[src/rtl/sra_pkg.sv]
`timescale 1ns / 1ps
// ---------------------------------------------------------------------------
// Slot allocator package
// Types, request and status codes, and register indexes.
// ---------------------------------------------------------------------------
package sra_pkg;

    localparam int SRA_SLOTS = 2048;

    localparam int CFG_DATA_W = 16;
    localparam int CFG_IDX_W  = 3;
    localparam int SLOT_IDX_W = 11;
    localparam int STATUS_W   = 3;

    // Request codes
    localparam logic [1:0] REQ_ALLOC = 2'd0;
    localparam logic [1:0] REQ_FORCE = 2'd1;
    localparam logic [1:0] REQ_FREE  = 2'd2;
    localparam logic [1:0] REQ_REUSE = 2'd3;

    // Status codes
    localparam logic [STATUS_W-1:0] ST_OK           = 3'd0;
    localparam logic [STATUS_W-1:0] ST_BAD_INDEX    = 3'd1;
    localparam logic [STATUS_W-1:0] ST_BUSY         = 3'd2;
    localparam logic [STATUS_W-1:0] ST_NO_FREE      = 3'd3;
    localparam logic [STATUS_W-1:0] ST_ALREADY_FREE = 3'd4;
    localparam logic [STATUS_W-1:0] ST_PROTECTED    = 3'd5;

    // Register indexes
    localparam logic [CFG_IDX_W-1:0] REG_MAX_CLIENTS    = 3'd0;
    localparam logic [CFG_IDX_W-1:0] REG_CAPACITY_LIMIT = 3'd1;
    localparam logic [CFG_IDX_W-1:0] REG_REUSE_DELAY    = 3'd2;
    localparam logic [CFG_IDX_W-1:0] REG_EARLY_WINDOW   = 3'd3;
    localparam logic [CFG_IDX_W-1:0] REG_EXPLICIT_DEL   = 3'd4;

    typedef struct packed {
        logic [7:0]  max_clients;
        logic [11:0] capacity_limit;
        logic [15:0] reuse_delay_ms;
        logic [15:0] early_window_ms;
        logic        explicit_delete_enable;
    } cfg_t;

    typedef struct packed {
        logic        free_flag;
        logic [31:0] free_time;
    } slot_entry_t;

endpackage

[src/rtl/sra_scan_ctrl.sv]
`timescale 1ns / 1ps
// ---------------------------------------------------------------------------
// Slot allocator sequencer
// Runs each request against the slot table: single lookups, linear scans,
// high-water growth, and holds the result in an output register.
// ---------------------------------------------------------------------------
module sra_scan_ctrl
    import sra_pkg::*;
#(
    parameter int SLOTS = SRA_SLOTS
)
(
    input  logic                     clk,
    input  logic                     rst_n,
    input  cfg_t                     cfg,
    input  logic                     in_valid,
    output logic                     in_ready,
    input  logic [1:0]               req_type,
    input  logic [SLOT_IDX_W-1:0]    slot_index,
    input  logic [31:0]              now_time,
    output logic                     out_valid,
    input  logic                     out_ready,
    output logic [STATUS_W-1:0]      status,
    output logic [SLOT_IDX_W-1:0]    granted_slot,
    output logic                     explicit_delete,
    output logic                     rd_en,
    output logic [$clog2(SLOTS)-1:0] rd_addr,
    input  slot_entry_t              rd_data,
    output logic                     wr_en,
    output logic [$clog2(SLOTS)-1:0] wr_addr,
    output slot_entry_t              wr_data
);

    localparam int AW    = $clog2(SLOTS);
    localparam int CNT_W = $clog2(SLOTS + 1);
    localparam int CMP_W = (CNT_W > 12) ? CNT_W : 12;

    localparam logic [1:0] S_IDLE = 2'd0;
    localparam logic [1:0] S_SCAN = 2'd1;
    localparam logic [1:0] S_LOOK = 2'd2;
    localparam logic [1:0] S_DONE = 2'd3;

    logic [1:0]            state_reg, state_next;
    logic [CNT_W-1:0]      hw_reg, hw_next;
    logic                  chk_vld_reg, chk_vld_next;
    logic                  out_valid_reg, out_valid_next;

    logic [1:0]            req_reg, req_next;
    logic [SLOT_IDX_W-1:0] idx_reg, idx_next;
    logic [31:0]           now_reg, now_next;
    logic [CMP_W-1:0]      ptr_reg, ptr_next;
    logic [AW-1:0]         chk_reg, chk_next;
    logic [STATUS_W-1:0]   res_status_reg, res_status_next;
    logic [SLOT_IDX_W-1:0] res_slot_reg, res_slot_next;
    logic                  res_del_reg, res_del_next;
    logic [STATUS_W-1:0]   out_status_reg, out_status_next;
    logic [SLOT_IDX_W-1:0] out_slot_reg, out_slot_next;
    logic                  out_del_reg, out_del_next;

    logic [CMP_W-1:0]      hw_ext, first_ext, cap_ext, slots_ext, in_idx_ext, idx_ext;
    logic [CMP_W-1:0]      maxc_ext;
    logic                  can_grow, scan_more, slot_ok, hit;
    logic [31:0]           age;

    assign hw_ext     = CMP_W'(hw_reg);
    assign maxc_ext   = CMP_W'(cfg.max_clients);
    assign first_ext  = maxc_ext + CMP_W'(1);
    assign cap_ext    = CMP_W'(cfg.capacity_limit);
    assign slots_ext  = CMP_W'(SLOTS);
    assign in_idx_ext = CMP_W'(slot_index);
    assign idx_ext    = CMP_W'(idx_reg);
    assign can_grow   = (hw_ext < cap_ext) && (hw_ext < slots_ext);
    assign scan_more  = ptr_reg < hw_ext;

    // A slot qualifies by an early free time or by its age.
    assign age     = now_reg - rd_data.free_time;
    assign slot_ok = (rd_data.free_time < {16'd0, cfg.early_window_ms})
                  || ((now_reg >= rd_data.free_time)
                      && (age >= {16'd0, cfg.reuse_delay_ms}));
    assign hit     = chk_vld_reg && rd_data.free_flag
                  && ((req_reg == REQ_REUSE) || slot_ok);

    assign in_ready = (state_reg == S_IDLE);

    always_comb
    begin
        state_next      = state_reg;
        hw_next         = hw_reg;
        chk_vld_next    = chk_vld_reg;
        out_valid_next  = out_valid_reg;
        req_next        = req_reg;
        idx_next        = idx_reg;
        now_next        = now_reg;
        ptr_next        = ptr_reg;
        chk_next        = chk_reg;
        res_status_next = res_status_reg;
        res_slot_next   = res_slot_reg;
        res_del_next    = res_del_reg;
        out_status_next = out_status_reg;
        out_slot_next   = out_slot_reg;
        out_del_next    = out_del_reg;
        rd_en           = 1'b0;
        rd_addr         = '0;
        wr_en           = 1'b0;
        wr_addr         = '0;
        wr_data         = '0;

        if (out_valid_reg && out_ready)
        begin
            out_valid_next = 1'b0;
        end

        unique case (state_reg)
            S_IDLE:
            begin
                if (in_valid)
                begin
                    req_next        = req_type;
                    idx_next        = slot_index;
                    now_next        = now_time;
                    res_status_next = ST_OK;
                    res_slot_next   = '0;
                    res_del_next    = 1'b0;
                    if ((req_type == REQ_ALLOC) || (req_type == REQ_REUSE))
                    begin
                        ptr_next     = first_ext;
                        chk_vld_next = 1'b0;
                        state_next   = S_SCAN;
                    end
                    else if (in_idx_ext >= hw_ext)
                    begin
                        res_status_next = ST_BAD_INDEX;
                        state_next      = S_DONE;
                    end
                    else
                    begin
                        rd_en      = 1'b1;
                        rd_addr    = AW'(slot_index);
                        state_next = S_LOOK;
                    end
                end
            end

            S_SCAN:
            begin
                if ((req_reg == REQ_ALLOC) && hit)
                begin
                    // Take the first qualifying slot; drop reads in flight.
                    wr_en           = 1'b1;
                    wr_addr         = chk_reg;
                    wr_data         = '{free_flag: 1'b0, free_time: rd_data.free_time};
                    res_slot_next   = SLOT_IDX_W'(chk_reg);
                    res_del_next    = (rd_data.free_time == 32'd0)
                                   && cfg.explicit_delete_enable;
                    chk_vld_next    = 1'b0;
                    state_next      = S_DONE;
                end
                else
                begin
                    if (hit)
                    begin
                        wr_en   = 1'b1;
                        wr_addr = chk_reg;
                        wr_data = '{free_flag: 1'b1, free_time: 32'd0};
                    end
                    if (scan_more)
                    begin
                        rd_en        = 1'b1;
                        rd_addr      = AW'(ptr_reg);
                        chk_next     = AW'(ptr_reg);
                        chk_vld_next = 1'b1;
                        ptr_next     = ptr_reg + CMP_W'(1);
                    end
                    else
                    begin
                        chk_vld_next = 1'b0;
                    end
                    if (!scan_more && !chk_vld_reg)
                    begin
                        if (req_reg == REQ_ALLOC)
                        begin
                            if (can_grow)
                            begin
                                wr_en         = 1'b1;
                                wr_addr       = AW'(hw_reg);
                                wr_data       = '{free_flag: 1'b0, free_time: 32'd0};
                                res_slot_next = SLOT_IDX_W'(hw_reg);
                                hw_next       = hw_reg + CNT_W'(1);
                            end
                            else
                            begin
                                res_status_next = ST_NO_FREE;
                            end
                        end
                        state_next = S_DONE;
                    end
                end
            end

            S_LOOK:
            begin
                if (req_reg == REQ_FORCE)
                begin
                    if (!rd_data.free_flag)
                    begin
                        res_status_next = ST_BUSY;
                    end
                    else
                    begin
                        wr_en         = 1'b1;
                        wr_addr       = AW'(idx_reg);
                        wr_data       = '{free_flag: 1'b0, free_time: rd_data.free_time};
                        res_slot_next = idx_reg;
                    end
                end
                else
                begin
                    priority if (rd_data.free_flag)
                    begin
                        res_status_next = ST_ALREADY_FREE;
                    end
                    else if ((idx_reg != '0) && (idx_ext <= maxc_ext))
                    begin
                        res_status_next = ST_PROTECTED;
                    end
                    else
                    begin
                        wr_en   = 1'b1;
                        wr_addr = AW'(idx_reg);
                        wr_data = '{free_flag: 1'b1, free_time: now_reg};
                    end
                end
                state_next = S_DONE;
            end

            S_DONE:
            begin
                // Hold until the output register is free.
                if (!out_valid_reg || out_ready)
                begin
                    out_valid_next  = 1'b1;
                    out_status_next = res_status_reg;
                    out_slot_next   = res_slot_reg;
                    out_del_next    = res_del_reg;
                    state_next      = S_IDLE;
                end
            end
        endcase
    end

    always_ff @(posedge clk or negedge rst_n)
    begin
        if (!rst_n)
        begin
            state_reg     <= S_IDLE;
            hw_reg        <= '0;
            chk_vld_reg   <= 1'b0;
            out_valid_reg <= 1'b0;
        end
        else
        begin
            state_reg     <= state_next;
            hw_reg        <= hw_next;
            chk_vld_reg   <= chk_vld_next;
            out_valid_reg <= out_valid_next;
        end
    end

    always_ff @(posedge clk)
    begin
        req_reg        <= req_next;
        idx_reg        <= idx_next;
        now_reg        <= now_next;
        ptr_reg        <= ptr_next;
        chk_reg        <= chk_next;
        res_status_reg <= res_status_next;
        res_slot_reg   <= res_slot_next;
        res_del_reg    <= res_del_next;
        out_status_reg <= out_status_next;
        out_slot_reg   <= out_slot_next;
        out_del_reg    <= out_del_next;
    end

    assign out_valid       = out_valid_reg;
    assign status          = out_status_reg;
    assign granted_slot    = out_slot_reg;
    assign explicit_delete = out_del_reg;

endmodule

[config.mk]
export PLATFORM = sky130hd
export DESIGN_NAME = sra_scan_ctrl
export DESIGN_NICKNAME = d
export VERILOG_FILES = /design/src/rtl/sra_pkg.sv /design/src/rtl/sra_scan_ctrl.sv
export SDC_FILE = /design/constraint.sdc
export NUM_CORES = 1
export LEC_CHECK = 0
export ABC_CLOCK_PERIOD_IN_PS = 6900
export BUFFER_PORTS_ARGS = -buffer_cell sky130_fd_sc_hd__buf_2
export CORE_UTILIZATION = 45
export CTS_BUF_LIST = sky130_fd_sc_hd__clkbuf_2 sky130_fd_sc_hd__clkbuf_4 sky130_fd_sc_hd__clkbuf_8
export DETAILED_ROUTE_END_ITERATION = 16
export GPL_TIMING_DRIVEN = 0
export PLACE_DENSITY = 0.75
export SYNTH_ARGS = -nofsm -noshare
export SYNTH_HDL_FRONTEND = slang
export SYNTH_SLANG_ARGS = --single-unit
[constraint.sdc]
create_clock -name clk -period 6.9 [get_ports clk]
set_clock_uncertainty 0.1 [all_clocks]
set_input_delay 1.035 -clock clk [delete_from_list [all_inputs] [get_ports clk]]
set_output_delay 1.035 -clock clk [all_outputs]
set_load 0.05 [all_outputs]
; Word-level counts from Yosys, hierarchy flattened
; Index checks and enable logic that the tools add are counted.
[totals]
regBits = 114
latch_bits = 0
mem_bits_rw = 0
mem_bits_ro = 0
inputBits = 135
output_inout_bits = 74
word_cells = 166
n_memories = 0
[classes]
addsub = 4
mul = 0
n_div = 0
n_lt_le_gt_ge = 8
eq_ne = 22
shift = 0
mux = 83
n_bitwise = 1
reduce_logical = 33
[op_table]
columns = op, n
row1 = 33-bit two-way mux, 8
row2 = 11-bit two-way mux, 21
row3 = 33-bit case mux with 2 select lines, 1
row4 = 12-bit two-way mux, 4
row5 = 11-bit case mux with 2 select lines, 2
row6 = 11-bit case mux with 3 select lines, 1
row7 = 32-bit by 16-bit >= comparator with 1-bit output, 1
row8 = 32-bit >= comparator, 1
row9 = 32-bit zero test, 1
row10 = 32-bit by 16-bit less-than comparator with 1-bit output, 1
row11 = 32-bit two-way mux, 1
row12 = 32-bit subtractor, 1
row13 = 3-bit two-way mux, 9
row14 = 12-bit by 1-bit adder with 12-bit output (second input constant), 2
row15 = 12-bit less-than comparator, 2
row16 = 1-bit two-way mux, 24
row17 = 12-bit case mux with 2 select lines, 1
row18 = 2-bit inequality test (second input constant), 10
row19 = 11-bit by 12-bit >= comparator with 1-bit output, 1
row20 = 12-bit less-than comparator (second input constant), 1
row21 = 3-bit inequality test (second input constant), 4
row22 = 3-bit AND reduction, 4
row23 = 11-bit by 8-bit less-or-equal comparator with 1-bit output, 1
row24 = 11-bit nonzero test, 1
row25 = other kinds (20), 48

; Logic depth before layout (Yosys ltp)
[depth]
depth_word = 12
ltp_mapped = 24
depth_no_buf = 23

; Worst setup path before layout
; OpenSTA, ideal clock, no wires.
[synth_path]
kind = input to output
startpoint = in rd_data[0] in the netlist's numbering
endpoint = out wr_addr[0]
t_arrival_ns = 5.460
required_time_ns = 5.765
setup_slack_ns = 0.305
cell_stages = 20
n_path_buf = 1
cell_sequence = ha_1 -> fa_1 -> nand2b_1 -> a21oi_1 -> o2111ai_1 -> a21oi_1 -> nor2b_1 -> xnor2_1 -> ha_1 -> nor2b_1 -> o21ai_0 -> o31ai_1 -> or4_2 -> nor4_1 -> nand4bb_1 -> nor4b_2 -> a41oi_2 -> buf_6 -> nand3_1 -> a21boi_0
[synth_between]
elab_chain_cells = 12
word_cells_on_any_way = 15
[synth_lines]
columns = element, line_no
row1 = "start, declared", sra_scan_ctrl.sv:28  ; input slot_entry_t rd_data,
row2 = 32-bit subtractor, sra_scan_ctrl.sv:76  ; assign age = now_reg - rd_data.free_time;
row3 = 32-bit by 16-bit >= comparator with 1-bit output, sra_scan_ctrl.sv:79  ; && (age >= {16'd0, cfg.reuse_delay_ms}));
row4 = 1-bit logical AND, sra_scan_ctrl.sv:79
row5 = 1-bit logical OR (*), sra_scan_ctrl.sv:78  ; || ((now_reg >= rd_data.free_time)
row6 = 1-bit logical OR (*), sra_scan_ctrl.sv:81  ; && ((req_reg == REQ_REUSE) || slot_ok);
row7 = 1-bit logical AND (*), sra_scan_ctrl.sv:81
row8 = 11-bit two-way mux, sra_scan_ctrl.sv:160  ; if (hit)
row9 = 11-bit two-way mux, sra_scan_ctrl.sv:182  ; if (can_grow)
row10 = 11-bit two-way mux, sra_scan_ctrl.sv:180  ; if (req_reg == REQ_ALLOC)
row11 = 11-bit two-way mux, sra_scan_ctrl.sv:178  ; if (!scan_more && !chk_vld_reg)
row12 = 11-bit two-way mux (*), sra_scan_ctrl.sv:146  ; if ((req_reg == REQ_ALLOC) && hit)
row13 = 11-bit case mux with 2 select lines (*), sra_scan_ctrl.sv:113  ; unique case (state_reg)
row14 = "end, declared", sra_scan_ctrl.sv:30  ; output logic [$clog2(SLOTS)-1:0] wr_addr,
; Every way passes the cells marked *; elsewhere a longest branch is shown, timed or not.

; Final worst setup path
[layout_path]
startpoint = in rd_data[6] in the netlist's numbering
endpoint = out wr_addr[3]
; The elaborated chain is that of the path after synthesis.

==> run summary <==
Clk buf depth = 2
Hold path depth = 0
Ports = 209
Syn Inst Count = 1042
Slew Viols, Final = 0
Data arrival time of the worst path = 5910 ps
Most common cell after layout, fill and taps aside = buf_2
Max Cap Viol = 0
Drt first pass iters = 8
CTS HTree Levels = 4
Critical R2R Capture = ptr_reg[0]$_DFFE_PP_
Clock Sinks = 114
Unrepaired setup endpoints after global routing = yes
Share of cells above drive strength 1 = 0.302
Top FF cell, synth = edfxtp_1
Root Driver = clkbuf_8
Reg-to-Reg Start = now_reg[4]$_DFFE_PP_
Antenna viol nets, final = 0
Gr ovfl total = 0
Most frequent cells in the layout = buf_2, ha_1, edfxtp_1, inv_1, nand2_1
Netlist cell types = 78
Hold/Removal Path Class = flop to flop
Largest net degree at the start of global routing = 28
Mapped Nets = 1289
Tmin final = 7040 ps
Cell Area, Synth = 9690 µm²
Leakage = 5.48 nW
Final hold vios = 0
Drt drc = 0
Headroom to the max-slew limit = 0.185
Measured slew at the worst slew-check pin = 1220 ps
Power Density = 325 nW/µm²
Hold path startpoint = res_slot_reg[7]$_DFFE_PP_
Period Utilization, post-route = 1.02
Required time worst endpoint = 5760 ps
Post-synthesis sequential area ratio = 0.345
Post-CTS Hold Fix Bufs = 0
FF+latch count, synth = 114
Worst reg2reg setup slack = 1300 ps
Hold WS = 312 ps
Worst skew pair latency = 460 ps
Worst Reg-to-Reg Cells = 25
Number of synthesis warnings = 0
Layout area overhead = 27.4%
Die width = 149 µm
Fill cells = 1825
Initial antenna violation count = 2
CP max FO = 5
FFs w/ async S/R, synth = 0.140
WHS Endpoint = granted_slot[7]$_DFFE_PP_
First-pass GRT wire length = 49100 µm
Critical-path top delay cell = or4_4
Routability-driven placement congestion ratio = 0.965
Iteration-0 DRC Markers = 824
CTS tree = yes
Core Box Area = 21100 µm²
Clk slew on worst S/H paths = 80 ps
DR WL/cell = 20.7 µm
CP Cell Sequence = buf_2, inv_1, ha_4, o21a_1, o211ai_1, o21bai_4, and2_4, o31a_4, xnor2_2, ha_1, nand4_1, nor2_2, o211ai_1, o32ai_2, or4_4, nor4_4, nand4bb_1, nor4b_2, a41oi_2, buf_6, a22oi_2, o21ai_2, buf_6
Setup crit start kind = primary input
Number of flops mapped to enable cells by yosys = 98
Num CTS Buffers = 17
Syn avg cell area = 9.30 µm²
Rows = 53
GRT Util Overall = 0.292
Core Util, Final = 0.586
Final setup viols = 13
DP Wirelength = 25100 µm
IO Port Bufs = 208
Drt via density = 5.98
Slowest stage delay, CP = 560 ps
Status = finished with violations
# nets final = 1554
Setup CP Type = primary input to primary output
Die height = 149 µm
Post-Route WL = 33100 µm
Via Count = 9553
VDD IR max = 0.000260 V
Failing checks = setup timing
Final WS setup = -145 ps
Max FFs per register = 32
Crit. End Element = primary output
Full die area = 22100 µm²
Initial Utilization = 0.460
Max Clk Rate = 0.142 GHz
Vias in the first global route = 9141
[where the power goes]
part	leakage [nW]	switching, W	internal, W	total, W
Combinational	4.16	0.00136	0.000737	0.00209
Clock	0.213	0.000315	0.000346	0.000661
Sequential	1.11	0.000191	0.00106	0.00125
Total	5.48	0.00186	0.00214	0.00401
[Yosys cell counts, types with 9 or more instances]
| cell type | count | area (µm²) |
|---|---|---|
| ha_1 | 111 | 1390 |
| inv_1 | 102 | 383 |
| edfxtp_1 | 98 | 2940 |
| nand2_1 | 81 | 304 |
| a21oi_1 | 61 | 305 |
| nor2_1 | 51 | 191 |
| a22o_1 | 44 | 385 |
| nand3_1 | 37 | 185 |
| o21ai_0 | 33 | 165 |
| xnor2_1 | 33 | 289 |
| a21o_1 | 30 | 225 |
| nand4_1 | 24 | 150 |
| clkbuf_1 | 19 | 71.3 |
| nor4_1 | 18 | 113 |
| nor3_1 | 17 | 85.1 |
| dfrtp_1 | 16 | 400 |
| o21a_1 | 15 | 113 |
| nand2b_1 | 13 | 81.3 |
| and2_1 | 11 | 68.8 |
| nor2b_1 | 11 | 68.8 |
| o211ai_1 | 11 | 82.6 |
| or3_1 | 11 | 68.8 |
| xor2_1 | 11 | 96.3 |
| buf_2 | 10 | 50.1 |
| buf_6 | 10 | 113 |
| o311ai_0 | 10 | 87.6 |
| a31oi_1 | 9 | 56.3 |
| o21ai_1 | 9 | 45.0 |
| o31ai_1 | 9 | 67.6 |
[through the flow]
step / setup slack (ps) / power, W / instances / TNS [ps] / cell area, µm²
final: -145 / 0.00401 / 1597 / -1200 / 12300
after global routing: -331 / 0.00420 / 1597 / -6360 / 12300
after CTS: 1.54 / 0.00389 / 1583 / 0 / 12000
after detailed placement: -755 / 0.00313 / 1527 / -23820 / 11100
after global placement: -1110 / 0.00309 / 1525 / -36970 / 11100
after floorplan: 305 / 0.00256 / 1042 / 0 / 9690
[cells by family after synthesis]
logic type	synth area share
adder cells (fa/ha/maj)	0.145
buffers and inverters	0.0693
flip-flops	0.345
XOR/XNOR	0.0398
AO/OA/AOI/OAI	0.218
multiplexers	0.0121
AND/OR/NAND/NOR	0.171
[timing repair]
item	CTS	global route
setup buffers	23	14
endpoints found under the setup margin	57	57
pin swaps	26	51
gates resized for setup	70	70
gates cloned	1	0
hold endpoints to repair	0	0
[worst max path at each step]
| stage | start | depth (start not counted) | slack [ps] | to |
|---|---|---|---|---|
| 3_5_place_dp | rd_data[0] | 22 | -760 | wr_addr[3] |
| 4_1_cts | rd_data[7] | 22 | 2 | wr_addr[3] |
| 6_report | rd_data[6] | 23 | -140 | wr_addr[3] |
| 3_3_place_gp | rd_data[9] | 22 | -1110 | res_slot_reg[6]$_DFFE_PP_ |
| 2_1_floorplan | rd_data[0] | 20 | 300 | wr_addr[0] |
| 5_1_grt | rd_data[1] | 26 | -330 | wr_addr[3] |
[worst max-delay path: cells and delay by family]
kind / cells / cell delay [ps]
buf+inv: 4 / 610
simple gates: 7 / 1830
compound gates: 9 / 1700
fa+ha+maj: 2 / 600
xor+xnor: 1 / 140
[final cells by class]
cell class / instances / area (µm²) / share of cell area
Antenna cell: 2 / 5.00 / 0.000405
Buffer: 44 / 292 / 0.0236
Clock buffer: 19 / 262 / 0.0212
Clock inverter: 13 / 145 / 0.0118
Inverter: 102 / 385 / 0.0312
Multi-Input combinational cell: 780 / 6090 / 0.494
Sequential cell: 114 / 3340 / 0.271
Tap cell: 275 / 344 / 0.0279
Timing Repair Buffer: 248 / 1480 / 0.120
[routing by layer]
| metal | GRT usage | wire (µm) | vias up |
|---|---|---|---|
| met2 | 0.511 | 16600 | 478 |
| met3 | 0.0404 | 2280 | 64 |
| met5 | 0 | 0 | - |
| met1 | 0.362 | 13400 | 4571 |
| met4 | 0.113 | 855 | 0 |
| li1 | - | - | 4440 |
Power figures use the tool's default switching activity.
